<file path="src/rtl/q4ta_pkg.sv">
// ----------------------------------------------------------------------------
// q4ta_pkg
// constants and tables for the q4 temperature to ascii record unit
// ----------------------------------------------------------------------------
`default_nettype none

package q4ta_pkg;

    localparam int unsigned TEMP_W     = 16;
    localparam int unsigned BYTE_W     = 8;
    localparam int unsigned INT_W      = 12;   // integer part, max 2048
    localparam int unsigned BCD_DIGITS = 4;
    localparam int unsigned BCD_W      = 4 * BCD_DIGITS;
    localparam int unsigned PREFIX_LEN = 23;
    localparam int unsigned PIDX_W     = $clog2(PREFIX_LEN);
    localparam int unsigned STEP_W     = $clog2(INT_W);

    typedef logic [BYTE_W-1:0] t_byte;

    localparam t_byte CH_ZERO  = 8'h30;
    localparam t_byte CH_MINUS = 8'h2D;
    localparam t_byte CH_DOT   = 8'h2E;
    localparam t_byte CH_RBRACE = 8'h7D;
    localparam t_byte CH_LF    = 8'h0A;

    // {"code":"data","value":
    function automatic t_byte prefix_char(input logic [PIDX_W-1:0] idx);
        t_byte ch;
        case (idx)
            5'd0:    ch = 8'h7B;
            5'd1:    ch = 8'h22;
            5'd2:    ch = 8'h63;
            5'd3:    ch = 8'h6F;
            5'd4:    ch = 8'h64;
            5'd5:    ch = 8'h65;
            5'd6:    ch = 8'h22;
            5'd7:    ch = 8'h3A;
            5'd8:    ch = 8'h22;
            5'd9:    ch = 8'h64;
            5'd10:   ch = 8'h61;
            5'd11:   ch = 8'h74;
            5'd12:   ch = 8'h61;
            5'd13:   ch = 8'h22;
            5'd14:   ch = 8'h2C;
            5'd15:   ch = 8'h22;
            5'd16:   ch = 8'h76;
            5'd17:   ch = 8'h61;
            5'd18:   ch = 8'h6C;
            5'd19:   ch = 8'h75;
            5'd20:   ch = 8'h65;
            5'd21:   ch = 8'h22;
            5'd22:   ch = 8'h3A;
            default: ch = 8'h00;
        endcase
        return ch;
    endfunction

    // (nibble * 625 + 50) / 100 as two ascii digits {tens, ones}
    function automatic logic [2*BYTE_W-1:0] hundredths_chars(input logic [3:0] nib);
        logic [7:0] hund;
        case (nib)
            4'd0:    hund = 8'h00;
            4'd1:    hund = 8'h06;
            4'd2:    hund = 8'h13;
            4'd3:    hund = 8'h19;
            4'd4:    hund = 8'h25;
            4'd5:    hund = 8'h31;
            4'd6:    hund = 8'h38;
            4'd7:    hund = 8'h44;
            4'd8:    hund = 8'h50;
            4'd9:    hund = 8'h56;
            4'd10:   hund = 8'h63;
            4'd11:   hund = 8'h69;
            4'd12:   hund = 8'h75;
            4'd13:   hund = 8'h81;
            4'd14:   hund = 8'h88;
            default: hund = 8'h94;
        endcase
        // hund holds two bcd digits
        return {CH_ZERO | {4'h0, hund[7:4]}, CH_ZERO | {4'h0, hund[3:0]}};
    endfunction

endpackage

`default_nettype wire

</file>
<file path="src/rtl/q4_temperature_to_ascii_record_unit.sv">
// ----------------------------------------------------------------------------
// q4_temperature_to_ascii_record_unit
// formats a signed q4 temperature as ascii text, one byte per beat
// ----------------------------------------------------------------------------
// usage
//   input: pulse start with i_temperature_q4 while busy is low; the item is
//   taken at that edge and busy stays high until the last byte is issued
//   output: each text byte is shown for exactly one cycle with o_out_strobe
//   high; o_last_byte marks the final byte. the receiver cannot stall, so
//   every strobed beat is taken at the edge that ends its cycle
//   config: i_cfg_we / i_cfg_wdata set wrap_record (reset 1); write it only
//   while idle. 1 wraps the number as {"code":"data","value":<num>}\n
//   timing: binary to bcd conversion on a shared shift/add-3 unit, then
//   the leading digit search, then one byte per cycle. the text is 4..8
//   bytes plain or 29..33 wrapped; the last byte shows in the first cycle
//   with busy low, so the next start is taken no earlier than that cycle
//   reset: synchronous active low; returns idle, drops the strobe and sets
//   wrap_record to 1
// ----------------------------------------------------------------------------
`default_nettype none

module q4_temperature_to_ascii_record_unit (
    input  wire logic                                   i_clk,
    input  wire logic                                   i_rst_n,
    // command channel
    input  wire logic                                   start,
    output      logic                                   busy,
    input  wire logic signed [q4ta_pkg::TEMP_W-1:0]     i_temperature_q4,
    // config register
    input  wire logic                                   i_cfg_we,
    input  wire logic                                   i_cfg_wdata,
    // result beats
    output      logic                                   o_out_strobe,
    output      logic [q4ta_pkg::BYTE_W-1:0]            o_out_byte,
    output      logic                                   o_last_byte
);

    // sequencer phases
    localparam logic [3:0] ST_IDLE  = 4'd0;
    localparam logic [3:0] ST_CONV  = 4'd1;   // double dabble steps
    localparam logic [3:0] ST_LEAD  = 4'd2;   // find leading digit
    localparam logic [3:0] ST_PRE   = 4'd3;   // record prefix
    localparam logic [3:0] ST_SIGN  = 4'd4;
    localparam logic [3:0] ST_INT   = 4'd5;   // integer digits
    localparam logic [3:0] ST_DOT   = 4'd6;
    localparam logic [3:0] ST_H1    = 4'd7;
    localparam logic [3:0] ST_H2    = 4'd8;
    localparam logic [3:0] ST_BRACE = 4'd9;
    localparam logic [3:0] ST_NL    = 4'd10;

    localparam logic [q4ta_pkg::STEP_W-1:0] LAST_STEP =
        q4ta_pkg::STEP_W'(q4ta_pkg::INT_W - 1);
    localparam logic [q4ta_pkg::PIDX_W-1:0] LAST_PIDX =
        q4ta_pkg::PIDX_W'(q4ta_pkg::PREFIX_LEN - 1);

    logic [3:0]                      r_state, n_state;
    logic                            r_wrap;        // config register
    logic                            r_item_wrap;   // wrap mode of current item
    logic                            r_neg;
    logic [q4ta_pkg::INT_W-1:0]      r_bin;
    logic [3:0]                      r_nib;
    logic [q4ta_pkg::BCD_W-1:0]      r_bcd;
    logic [q4ta_pkg::STEP_W-1:0]     r_step;
    logic [q4ta_pkg::PIDX_W-1:0]     r_pidx;
    logic [1:0]                      r_dp;          // digit pointer, msd first

    logic                            r_out_strobe, n_out_strobe;
    q4ta_pkg::t_byte                 r_out_byte, n_out_byte;
    logic                            r_out_last, n_out_last;

    logic [q4ta_pkg::TEMP_W-1:0]     mag;
    logic [q4ta_pkg::BCD_W-1:0]      bcd_adj;
    logic [1:0]                      lead_dp;
    logic [3:0]                      int_digit;
    logic [2*q4ta_pkg::BYTE_W-1:0]   hund_chars;
    logic                            accept;

    assign accept = start && (r_state == ST_IDLE);

    // magnitude; the most negative code gives 0x8000 which is still right
    assign mag = i_temperature_q4[q4ta_pkg::TEMP_W-1]
               ? (~i_temperature_q4 + 16'd1) : i_temperature_q4;

    // shared shift/add-3 unit: correct each bcd digit before the shift
    always_comb begin
        for (int d = 0; d < q4ta_pkg::BCD_DIGITS; d++) begin
            bcd_adj[4*d +: 4] = (r_bcd[4*d +: 4] >= 4'd5)
                              ? (r_bcd[4*d +: 4] + 4'd3) : r_bcd[4*d +: 4];
        end
    end

    // leading nonzero digit, at least one digit always printed
    always_comb begin
        if (r_bcd[15:12] != 4'd0) begin
            lead_dp = 2'd3;
        end else if (r_bcd[11:8] != 4'd0) begin
            lead_dp = 2'd2;
        end else if (r_bcd[7:4] != 4'd0) begin
            lead_dp = 2'd1;
        end else begin
            lead_dp = 2'd0;
        end
    end

    assign int_digit  = r_bcd[4*r_dp +: 4];
    assign hund_chars = q4ta_pkg::hundredths_chars(r_nib);

    // sequencer and byte select
    always_comb begin
        n_state      = r_state;
        n_out_strobe = 1'b0;
        n_out_byte   = r_out_byte;
        n_out_last   = 1'b0;
        case (r_state)
            ST_IDLE: begin
                if (start) begin
                    n_state = ST_CONV;
                end
            end
            ST_CONV: begin
                if (r_step == LAST_STEP) begin
                    n_state = ST_LEAD;
                end
            end
            ST_LEAD: begin
                if (r_item_wrap) begin
                    n_state = ST_PRE;
                end else if (r_neg) begin
                    n_state = ST_SIGN;
                end else begin
                    n_state = ST_INT;
                end
            end
            ST_PRE: begin
                n_out_strobe = 1'b1;
                n_out_byte   = q4ta_pkg::prefix_char(r_pidx);
                if (r_pidx == LAST_PIDX) begin
                    n_state = r_neg ? ST_SIGN : ST_INT;
                end
            end
            ST_SIGN: begin
                n_out_strobe = 1'b1;
                n_out_byte   = q4ta_pkg::CH_MINUS;
                n_state      = ST_INT;
            end
            ST_INT: begin
                n_out_strobe = 1'b1;
                n_out_byte   = q4ta_pkg::CH_ZERO | {4'h0, int_digit};
                if (r_dp == 2'd0) begin
                    n_state = ST_DOT;
                end
            end
            ST_DOT: begin
                n_out_strobe = 1'b1;
                n_out_byte   = q4ta_pkg::CH_DOT;
                n_state      = ST_H1;
            end
            ST_H1: begin
                n_out_strobe = 1'b1;
                n_out_byte   = hund_chars[2*q4ta_pkg::BYTE_W-1:q4ta_pkg::BYTE_W];
                n_state      = ST_H2;
            end
            ST_H2: begin
                n_out_strobe = 1'b1;
                n_out_byte   = hund_chars[q4ta_pkg::BYTE_W-1:0];
                n_out_last   = !r_item_wrap;
                n_state      = r_item_wrap ? ST_BRACE : ST_IDLE;
            end
            ST_BRACE: begin
                n_out_strobe = 1'b1;
                n_out_byte   = q4ta_pkg::CH_RBRACE;
                n_state      = ST_NL;
            end
            ST_NL: begin
                n_out_strobe = 1'b1;
                n_out_byte   = q4ta_pkg::CH_LF;
                n_out_last   = 1'b1;
                n_state      = ST_IDLE;
            end
            default: begin
                n_state = ST_IDLE;
            end
        endcase
    end

    // control state
    always_ff @(posedge i_clk) begin
        if (!i_rst_n) begin
            r_state      <= ST_IDLE;
            r_wrap       <= 1'b1;
            r_out_strobe <= 1'b0;
            r_out_last   <= 1'b0;
        end else begin
            r_state      <= n_state;
            r_out_strobe <= n_out_strobe;
            r_out_last   <= n_out_last;
            if (i_cfg_we) begin
                r_wrap <= i_cfg_wdata;
            end
        end
    end

    // datapath
    always_ff @(posedge i_clk) begin
        r_out_byte <= n_out_byte;
        if (accept) begin
            r_item_wrap <= r_wrap;
            r_neg       <= i_temperature_q4[q4ta_pkg::TEMP_W-1];
            r_bin       <= mag[q4ta_pkg::TEMP_W-1:4];
            r_nib       <= mag[3:0];
            r_bcd       <= '0;
            r_step      <= '0;
        end else if (r_state == ST_CONV) begin
            {r_bcd, r_bin} <= {bcd_adj, r_bin} << 1;
            r_step         <= r_step + 1'b1;
        end
        if (r_state == ST_LEAD) begin
            r_dp   <= lead_dp;
            r_pidx <= '0;
        end else if (r_state == ST_PRE) begin
            r_pidx <= r_pidx + 1'b1;
        end else if (r_state == ST_INT) begin
            r_dp <= r_dp - 1'b1;
        end
    end

    assign busy         = (r_state != ST_IDLE);
    assign o_out_strobe = r_out_strobe;
    assign o_out_byte   = r_out_byte;
    assign o_last_byte  = r_out_last;

endmodule

`default_nettype wire

</file>
<file path="config.mk">
export PLATFORM = sky130hd
export DESIGN_NAME = q4_temperature_to_ascii_record_unit
export DESIGN_NICKNAME = d
export VERILOG_FILES = /design/src/rtl/q4ta_pkg.sv /design/src/rtl/q4_temperature_to_ascii_record_unit.sv
export SDC_FILE = /design/constraint.sdc
export NUM_CORES = 1
export LEC_CHECK = 0
export BUFFER_PORTS_ARGS = -buffer_cell sky130_fd_sc_hd__buf_4
export CORE_MARGIN = 10
export CORE_UTILIZATION = 49
export DETAILED_ROUTE_END_ITERATION = 10
export PLACE_DENSITY = 0.65
export SYNTH_ARGS = -nofsm -noshare
export SYNTH_HDL_FRONTEND = slang
export SYNTH_SLANG_ARGS = --single-unit
</file>
<file path="constraint.sdc">
create_clock -name i_clk -period 7.69 [get_ports i_clk]
set_input_delay 0.769 -clock i_clk [delete_from_list [all_inputs] [get_ports i_clk]]
set_output_delay 0.769 -clock i_clk [all_outputs]
set_load 0.03 [all_outputs]
</file>
### Word-level counts from Yosys, hierarchy flattened

Memory sizes are Yosys's and may differ from the RTL's. A register that Yosys moved wholly into a read port is not among the register bits.
Cells that the tools add are included.

| operators by class | value |
|---|---|
| $add $sub $neg | 8 |
| $mul | 0 |
| div/mod/pow operators | 0 |
| order comparisons | 4 |
| eq/ne operators | 17 |
| shift-type cells | 1 |
| mux-type cells | 27 |
| bitwise gates (word level) | 1 |
| reductions and logical operators | 14 |

Operators with widths:

| cell | count |
|---|---|
| 8-bit one-hot mux with 8 select lines | 1 |
| 4-bit one-hot mux with 10 select lines | 1 |
| 4-bit 2-to-1 mux | 9 |
| 12-bit 2-to-1 mux | 2 |
| 16-bit by 1-bit adder with 16-bit output (second input constant) | 1 |
| 4-bit by 3-bit == test with 1-bit output (second input constant) | 4 |
| 4-bit == test (second input constant) | 4 |
| 4-bit by 3-bit >= comparator with 1-bit output (second input constant) | 4 |
| 16-bit 2-to-1 mux | 1 |
| 16-bit NOT | 1 |
| 4-bit nonzero test | 4 |
| 16-bit by 5-bit indexed part select with 4-bit output | 1 |
| 4-bit by 2-bit adder with 4-bit output (second input constant) | 3 |
| 2-bit 2-to-1 mux | 5 |
| 5-bit 2-to-1 mux | 2 |
| 2-bit inequality test (second input constant) | 5 |
| 4-bit by 2-bit == test with 1-bit output (second input constant) | 2 |
| 8-bit nonzero test | 1 |
| 8-bit OR reduction | 1 |
| 3-bit 2-to-1 mux | 2 |
| 5-bit by 1-bit adder with 5-bit output (second input constant) | 1 |
| 5-bit == test (second input constant) | 1 |
| 4-bit by 1-bit adder with 4-bit output (second input constant) | 1 |
| 4-bit by 1-bit == test with 1-bit output (second input constant) | 1 |
| 11 further kinds | 14 |

| word-level totals | value |
|---|---|
| flip-flop bits (word level) | 60 |
| latch bits | 0 |
| bits in writable memories | 0 |
| ROM bits | 352 |
| bits of input ports | 21 |
| logic and storage cells | 87 |
| memories kept | 2 |

Memory list:

| name | depth | bits a word | rd ports | clocked after memory_dff | write ports | RTL line | RTL |
|---|---|---|---|---|---|---|---|
| (name not given) | 32 | 7 | 1 | 1 | 0 | q4ta_pkg.sv:29 | `case (idx)` |
| (name not given) | 16 | 8 | 1 | 1 | 0 | q4ta_pkg.sv:61 | `case (nib)` |

### Logic depth before layout (Yosys ltp)

Gate-level depths: netlist of the first run.

| logic depth | value |
|---|---|
| depth after elaboration | 5 |
| gate-level depth with buffers | 13 |
| mapped depth without buffers | 12 |

### Worst setup path after synthesis of the first run

Ideal clock, no wire load.

| path | value |
|---|---|
| path kind | reg-to-reg |
| start point | register r_state[2] |
| end point | register (tool-made name) |
| library setup time | 0.114 ns |
| data arrival time | 2.488 ns |
| setup slack | 5.088 ns |
| cell stages (with the launch flop) | 13 |
| path buffers | 2 |
| period minus slack after synthesis | 2.602 ns |
| cells stage by stage | dfxtp_1 -> buf_6 -> nand4bb_1 -> buf_2 -> o21ai_0 -> inv_1 -> ha_1 -> a21oi_1 -> o32ai_1 -> a32oi_1 -> o21ai_0 -> a32o_1 -> a21o_1 |

RTL lines:

| what | RTL line | RTL |
|---|---|---|
| start, declared | q4_temperature_to_ascii_record_unit.sv:56 | `logic [3:0] r_state, n_state;` |
| start signal, assigned | q4_temperature_to_ascii_record_unit.sv:194 | `r_state <= n_state;` |

==> results.yml, run 1 <==
cts:
  tritoncts: "yes"
  cts_buffers: 9
  cts-root-buf: "clkbuf_8"
  postCtsSetupBuffers: 0
  clk_latency_ns: 0.35
  holdBufCountCts: 0
  cts.sinks: 74
  ctsHtreeMaxLevel: 3
  clockBufferDepth: 2
  clk_pin_slew_worst_paths_ns: 0.08
  cts_resized: 0
layout:
  num-fill-cells: 774
  multi_input_area_um2: 2430
  syn_to_final_growth_pct: 10.6
  regArea_um2: 1750
  final_layout_size_suffix_gt1_share_pct: 12.9
  nets: 567
  diodes: 0
setup_path:
  cp-start-kind: "register"
  crit_path_end_kind: "register"
  reg2regPathDepth: 10
  cp.required_ns: 7.94
  worstPathArrival_ns: 3.83
  path_class: "register to register"
  cp_max_fo: 28
  reg2reg_slack_ns: 4.11
  timing.rr.start: "r_state[2]$_SDFFE_PN0P_"
logic_synthesis:
  ys.flop_type: "dfxtp_1"
  synth.avg_cell_area_um2: 8.83
  yosysWarningCount: 0
  synth.most_common_cell: "nand2_1"
  yosysTopAreaCell: "dfxtp_1"
  yosys-top-cells-count: "57 x nand2_1, 47 x dfxtp_1, 46 x nor2_1"
  yosys_register_bits: 74
  synth_area_leaders: "dfxtp_1 21%, edfxtp_1 18%, ha_1 8.5%"
  synth_cell_types: 67
  synth_top_area_share_pct: 21.3
  synth-edff-count: 27
  syn_nets: 550
  syn_area_um2: 4410
  synthArstFlopShare_pct: 0
  syn_inst: 499
  yosysSeqAreaShare_pct: 39.7
run:
  cap_viol_max_count: 0
floorplan:
  io_pins: 32
  die_x_um: 115
  start_util_pct: 50.5
  coreArea_um2: 8720
  dieArea_um2: 13200
  die_h_um: 115
  rows: 34
grt:
  overflow: 0
  grt_use_total_pct: 14.1
  grt_pass1_vias: 3317
  grt_max_degree: 33
  grt_pass1_wl_um: 15500
  antenna_found_initial: 0
timing:
  worstMarginPinSlew_ns: 0.907
  tns_ns: 0
  min_period_over_period_pct: 46.5
  timing.fmax_mhz: 279
  finalHoldViolCount: 0
  setup_violations: 0
  fin_skew_ns: 0.00458
  relSlewSlack_pct: 39.5
  rsz0062_at_grt: "no"
  hold_slack_ns: 0.440
  fin_crit_ns: 3.58
  drv_slew: 0
route:
  wirelength_um: 9170
  initialDrtViolationCount: 221
  drc: 0
  drt-wirelength-per-cell_um: 14.6
  drtPass1Iterations: 5
  num_vias: 3485
  via_per_inst: 5.54
  ant_nets: 0
power:
  power.leakage_uw: 0.00190
  seq_power_share_pct: 40.2
  ir_drop_mv: 0.105
  power_frac_clock_pct: 20.0
  power_density_nw_per_um2: 318
  power_frac_comb_pct: 39.8
  p_int_uw: 934
  p_sw_uw: 615
  netSwitchingFraction_pct: 39.7
status:
  status: "finished clean"
place:
  port_buffers: 30
  routabilityCongestion: 0.874
  dp_hpwl_um: 6670
worst_hold_path:
  hold_class: "register to register"
  min_path_cells: 0
  worstHoldEndpoint: "r_item_wrap$_DFFE_PP_"
  hold_start: "r_wrap$_SDFFE_PN1P_"
[cells in the final DEF, fill, tap and decap left out, drive strengths merged, types with 3 or more instances in the layout]
cell and count:
nand3 19, mux2i 10, clkinv 3, edfxtp 27
buf 33, clkbuf 10, nand2b 9, nand2 58
mux4 4, ha 30, a21oi 45, nor3 10
xnor2 14, xor2 13, and2 4, a31oi 3
o211ai 3, clkinvlp 3, a22oi 3, o31ai 6
o21ai 43, a211oi 6, inv 27, dfxtp 47
nor2 47
[logic make-up (layout without fill, tap and decap cells)]
| logic type | count (synthesis) | in the layout | synth area share [%] |
|---|---|---|---|
| adders and majority gates | 30 | 30 | 8.52 |
| other | 1 | 1 | 0.0851 |
| and+or+nand+nor | 163 | 163 | 17.4 |
| DFF | 74 | 74 | 39.7 |
| AOI/OAI and AO/OA | 133 | 133 | 18.8 |
| muxes | 16 | 16 | 4.91 |
| buffers and inverters | 55 | 77 | 5.19 |
| xor gates and xnor gates | 27 | 27 | 5.36 |
[cell type report]
class	instances	share of cell area (%)
multi-input cells	370	49.9
well taps	108	2.77
inverters	28	2.15
repair buffers	33	5.08
clock inverters	6	1.36
flip-flops and latches	74	35.9
clock buffers	10	2.82
[worst max-delay path, stage by stage, from the launching register on]
cell	delay, ns
dfxtp_1	0.60
nand4bb_1	0.60
o21ai_0	0.81
inv_1	0.24
ha_1	0.36
a21oi_1	0.14
o32ai_1	0.09
a32oi_1	0.15
o21ai_0	0.10
a32o_1	0.22
a21o_1	0.15
[power by group through the flow]
stage	Sequential [uW]	Combinational [uW]	Clock, uW
6_report	622	617	311
4_1_cts	622	620	316
2_1_floorplan	603	490	0
3_3_place_gp	629	608	0
3_5_place_dp	631	619	0
5_1_grt	636	699	334
[how the worst max path moves through the flow]
| stage | from | depth (start not counted) | slack [ns] | end |
|---|---|---|---|---|
| after CTS | r_state[2]$_SDFFE_PN0P_ | 10 | 4.18 | register |
| after detailed placement | r_state[2]$_SDFFE_PN0P_ | 10 | 4.19 | register |
| after global placement | r_state[2]$_SDFFE_PN0P_ | 10 | 4.37 | register |
| final | r_state[2]$_SDFFE_PN0P_ | 10 | 4.11 | register |
| after floorplan | r_state[2]$_SDFFE_PN0P_ | 12 | 5.09 | register |
| after global routing | r_state[2]$_SDFFE_PN0P_ | 10 | 3.79 | register |
[state kept, by name, summed over array words and instances (netlist names), 2 cells and up, named ones only]
name,cells
hund_chars,8
o_out_byte,7
r_bcd,16
r_bin,12
r_dp,2
r_nib,4
r_pidx,5
r_state,4
r_step,4
[stage by stage]
step	setup WS [ns]	power [uW]	area, um2	cells	util [%]
6_report	4.11	1550	4880	629	55.9
5_1_grt	3.79	1670	4880	629	55.9
4_1_cts	4.18	1560	4880	629	55.9
3_5_place_dp	4.19	1250	4670	613	53.6
3_3_place_gp	4.37	1240	4670	613	53.6
2_1_floorplan	5.09	1090	4410	499	-
[metal layers]
layer | wire (um) | part of all wire [%] | up-vias | GRT usage [%]
met5 | 0 | 0 | - | 0
met4 | 232 | 2.5 | 0 | 5.61
met3 | 513 | 5.6 | 18 | 4.32
met2 | 4200 | 46 | 96 | 22.1
met1 | 4230 | 46 | 1578 | 17.9
li1 | - | - | 1793 | -
No activity file was read; power rests on OpenSTA's default activity.
==> run 2, diff against run 1 <==
Settings changed: PLACE_DENSITY 0.65 to 0.68.
Clock period 7.69 ns to 3.05 ns, I/O delays scaled along.
==> run 2 against run 1 <==
Compared with the run above: sequential cell count did not move; worst setup slack got worse by 3.8 ns; combinational power rose to 2.6 times the previous value; total power rose to 2.5 times the previous value; critical path depth did not move; cell count rose by 1.6%; hold slack got worse by 0.27 ns; critical path type unchanged; largest cell class unchanged.
==> results.yml, run 2 (synthesis gave the netlist of run 1 again) <==
grt:
  overflow: 0
  grt_use_total_pct: 14.6
  grt.met3_usage_pct: 2.50
  antenna_found_initial: 0
  grt_pass1_wl_um: 16000
  grt_max_degree: 32
  grt_use_met2_pct: 24.5
  grtUsageMet1_pct: 18.1
  grt_pass1_vias: 3447
  grt.busiest_layer: "met2"
floorplan:
  start_util_pct: 50.5
  dieArea_um2: 13200
  io_pins: 32
  rows: 34
  die_x_um: 115
  coreArea_um2: 8720
  die_h_um: 115
cts:
  cts-root-buf: "clkbuf_8"
  clk_latency_ns: 0.34
  clockBufferDepth: 2
  holdBufCountCts: 0
  ctsHtreeMaxLevel: 3
  cts.sinks: 74
  cts_resized: 0
  cts_buffers: 9
  tritoncts: "yes"
  clk_pin_slew_worst_paths_ns: 0.08
  postCtsSetupBuffers: 0
setup_path:
  crit_path_end_kind: "register"
  cp_max_fo: 10
  cp-start-kind: "register"
  path_class: "register to register"
  worstPathArrival_ns: 2.98
  cp.required_ns: 3.29
run:
  cap_viol_max_count: 0
layout:
  final_cell_mix: "57 x nand2_1, 47 x dfxtp_1, 46 x nor2_1"
  syn_to_final_growth_pct: 12.1
  diodes: 0
  largest_reg_flops: 16
  nets: 577
  regMostFlops: "r_bcd"
  final_common_cell: "nand2_1"
  final_layout_size_suffix_gt1_share_pct: 14.3
power:
  power_density_nw_per_um2: 799
  ir_drop_mv: 0.281
  power.leakage_uw: 0.00195
route:
  drt-wirelength-per-cell_um: 14.9
  drtPass1Iterations: 4
  drc: 0
  ant_nets: 0
  wirelength_um: 9500
  initialDrtViolationCount: 200
  num_vias: 3611
  via_per_inst: 5.65
timing:
  tns_ns: 0
  drv_slew: 0
  finalHoldViolCount: 0
  timing.fmax_mhz: 365
  fin_skew_ns: 0.00908
  min_period_over_period_pct: 89.7
  relSlewSlack_pct: 50.5
  hold_slack_ns: 0.169
  rsz0062_at_grt: "no"
  setup_violations: 0
  worstMarginPinSlew_ns: 0.738
  fin_crit_ns: 2.74
place:
  port_buffers: 30
  dp_hpwl_um: 7130
  routabilityCongestion: 0.890
worst_hold_path:
  hold_class: "input port to register"
status:
  status: "finished clean"
run 2: changes by cell type in the layout (fill, tap and decap cells not counted), sizes merged:
cell    before  now
buf         33   43
clkbuf      10    9
clkinv       3    4
run 2: area by class of cell:
class,instances,area (um2)
Multi-Input combinational cell,370,2430
Inverter,28,105
Timing Repair Buffer,43,323
Clock inverter,7,70.1
Tap cell,108,135
Clock buffer,9,124
Sequential cell,74,1750
Fill cell,798,3780
run 2: path summary, 6_finish.rpt:
path | from | to | slack [ns] | cells past startpoint
setup / recovery | r_state[0]$_SDFFE_PN0P_ | register | 0.31 | 10
hold reg to reg | r_wrap$_SDFFE_PN1P_ | r_item_wrap$_DFFE_PP_ | 0.48 | 0
setup reg to reg | r_state[0]$_SDFFE_PN0P_ | register | 0.31 | 10
hold / removal | i_rst_n | r_wrap$_SDFFE_PN1P_ | 0.17 | 2
run 2: worst max-delay path, cell delays in order, from the launching register on:
cell       delay [ns]
dfxtp_1          0.50
nand4bb_1        0.41
o21ai_0          0.37
inv_1            0.15
ha_1             0.30
a21oi_1          0.17
o32ai_1          0.10
a32oi_1          0.16
o21ai_0          0.11
a32o_1           0.23
a21o_1           0.14
run 2: stage by stage:
step / std cells / cell area (um2) / power [uW] / util, % / setup slack [ns]
floorplan: 499 / 4410 / 2760 / - / 0.448
global placement: 623 / 4750 / 3160 / 54.4 / 0.493
global route: 639 / 4940 / 4260 / 56.7 / 0.0670
detailed placement: 623 / 4750 / 3210 / 54.4 / 0.376
finish: 639 / 4940 / 3950 / 56.7 / 0.314
CTS: 639 / 4940 / 3980 / 56.7 / 0.350
run 2: power breakdown:
| part | total [uW] | switching [uW] | leakage [uW] | internal [uW] |
|---|---|---|---|---|
| Clock | 757 | 383 | 0.0000889 | 375 |
| Combinational | 1630 | 999 | 0.00122 | 633 |
| Sequential | 1560 | 176 | 0.000639 | 1380 |
| Total | 3950 | 1560 | 0.00195 | 2390 |
run 2: layer usage:
metal	share of wire, %	vias to the layer above	wire, um
li1	-	1816	-
met1	46	1712	4360
met2	49	71	4660
met3	3.4	12	326
met4	1.6	0	151
met5	0	-	0
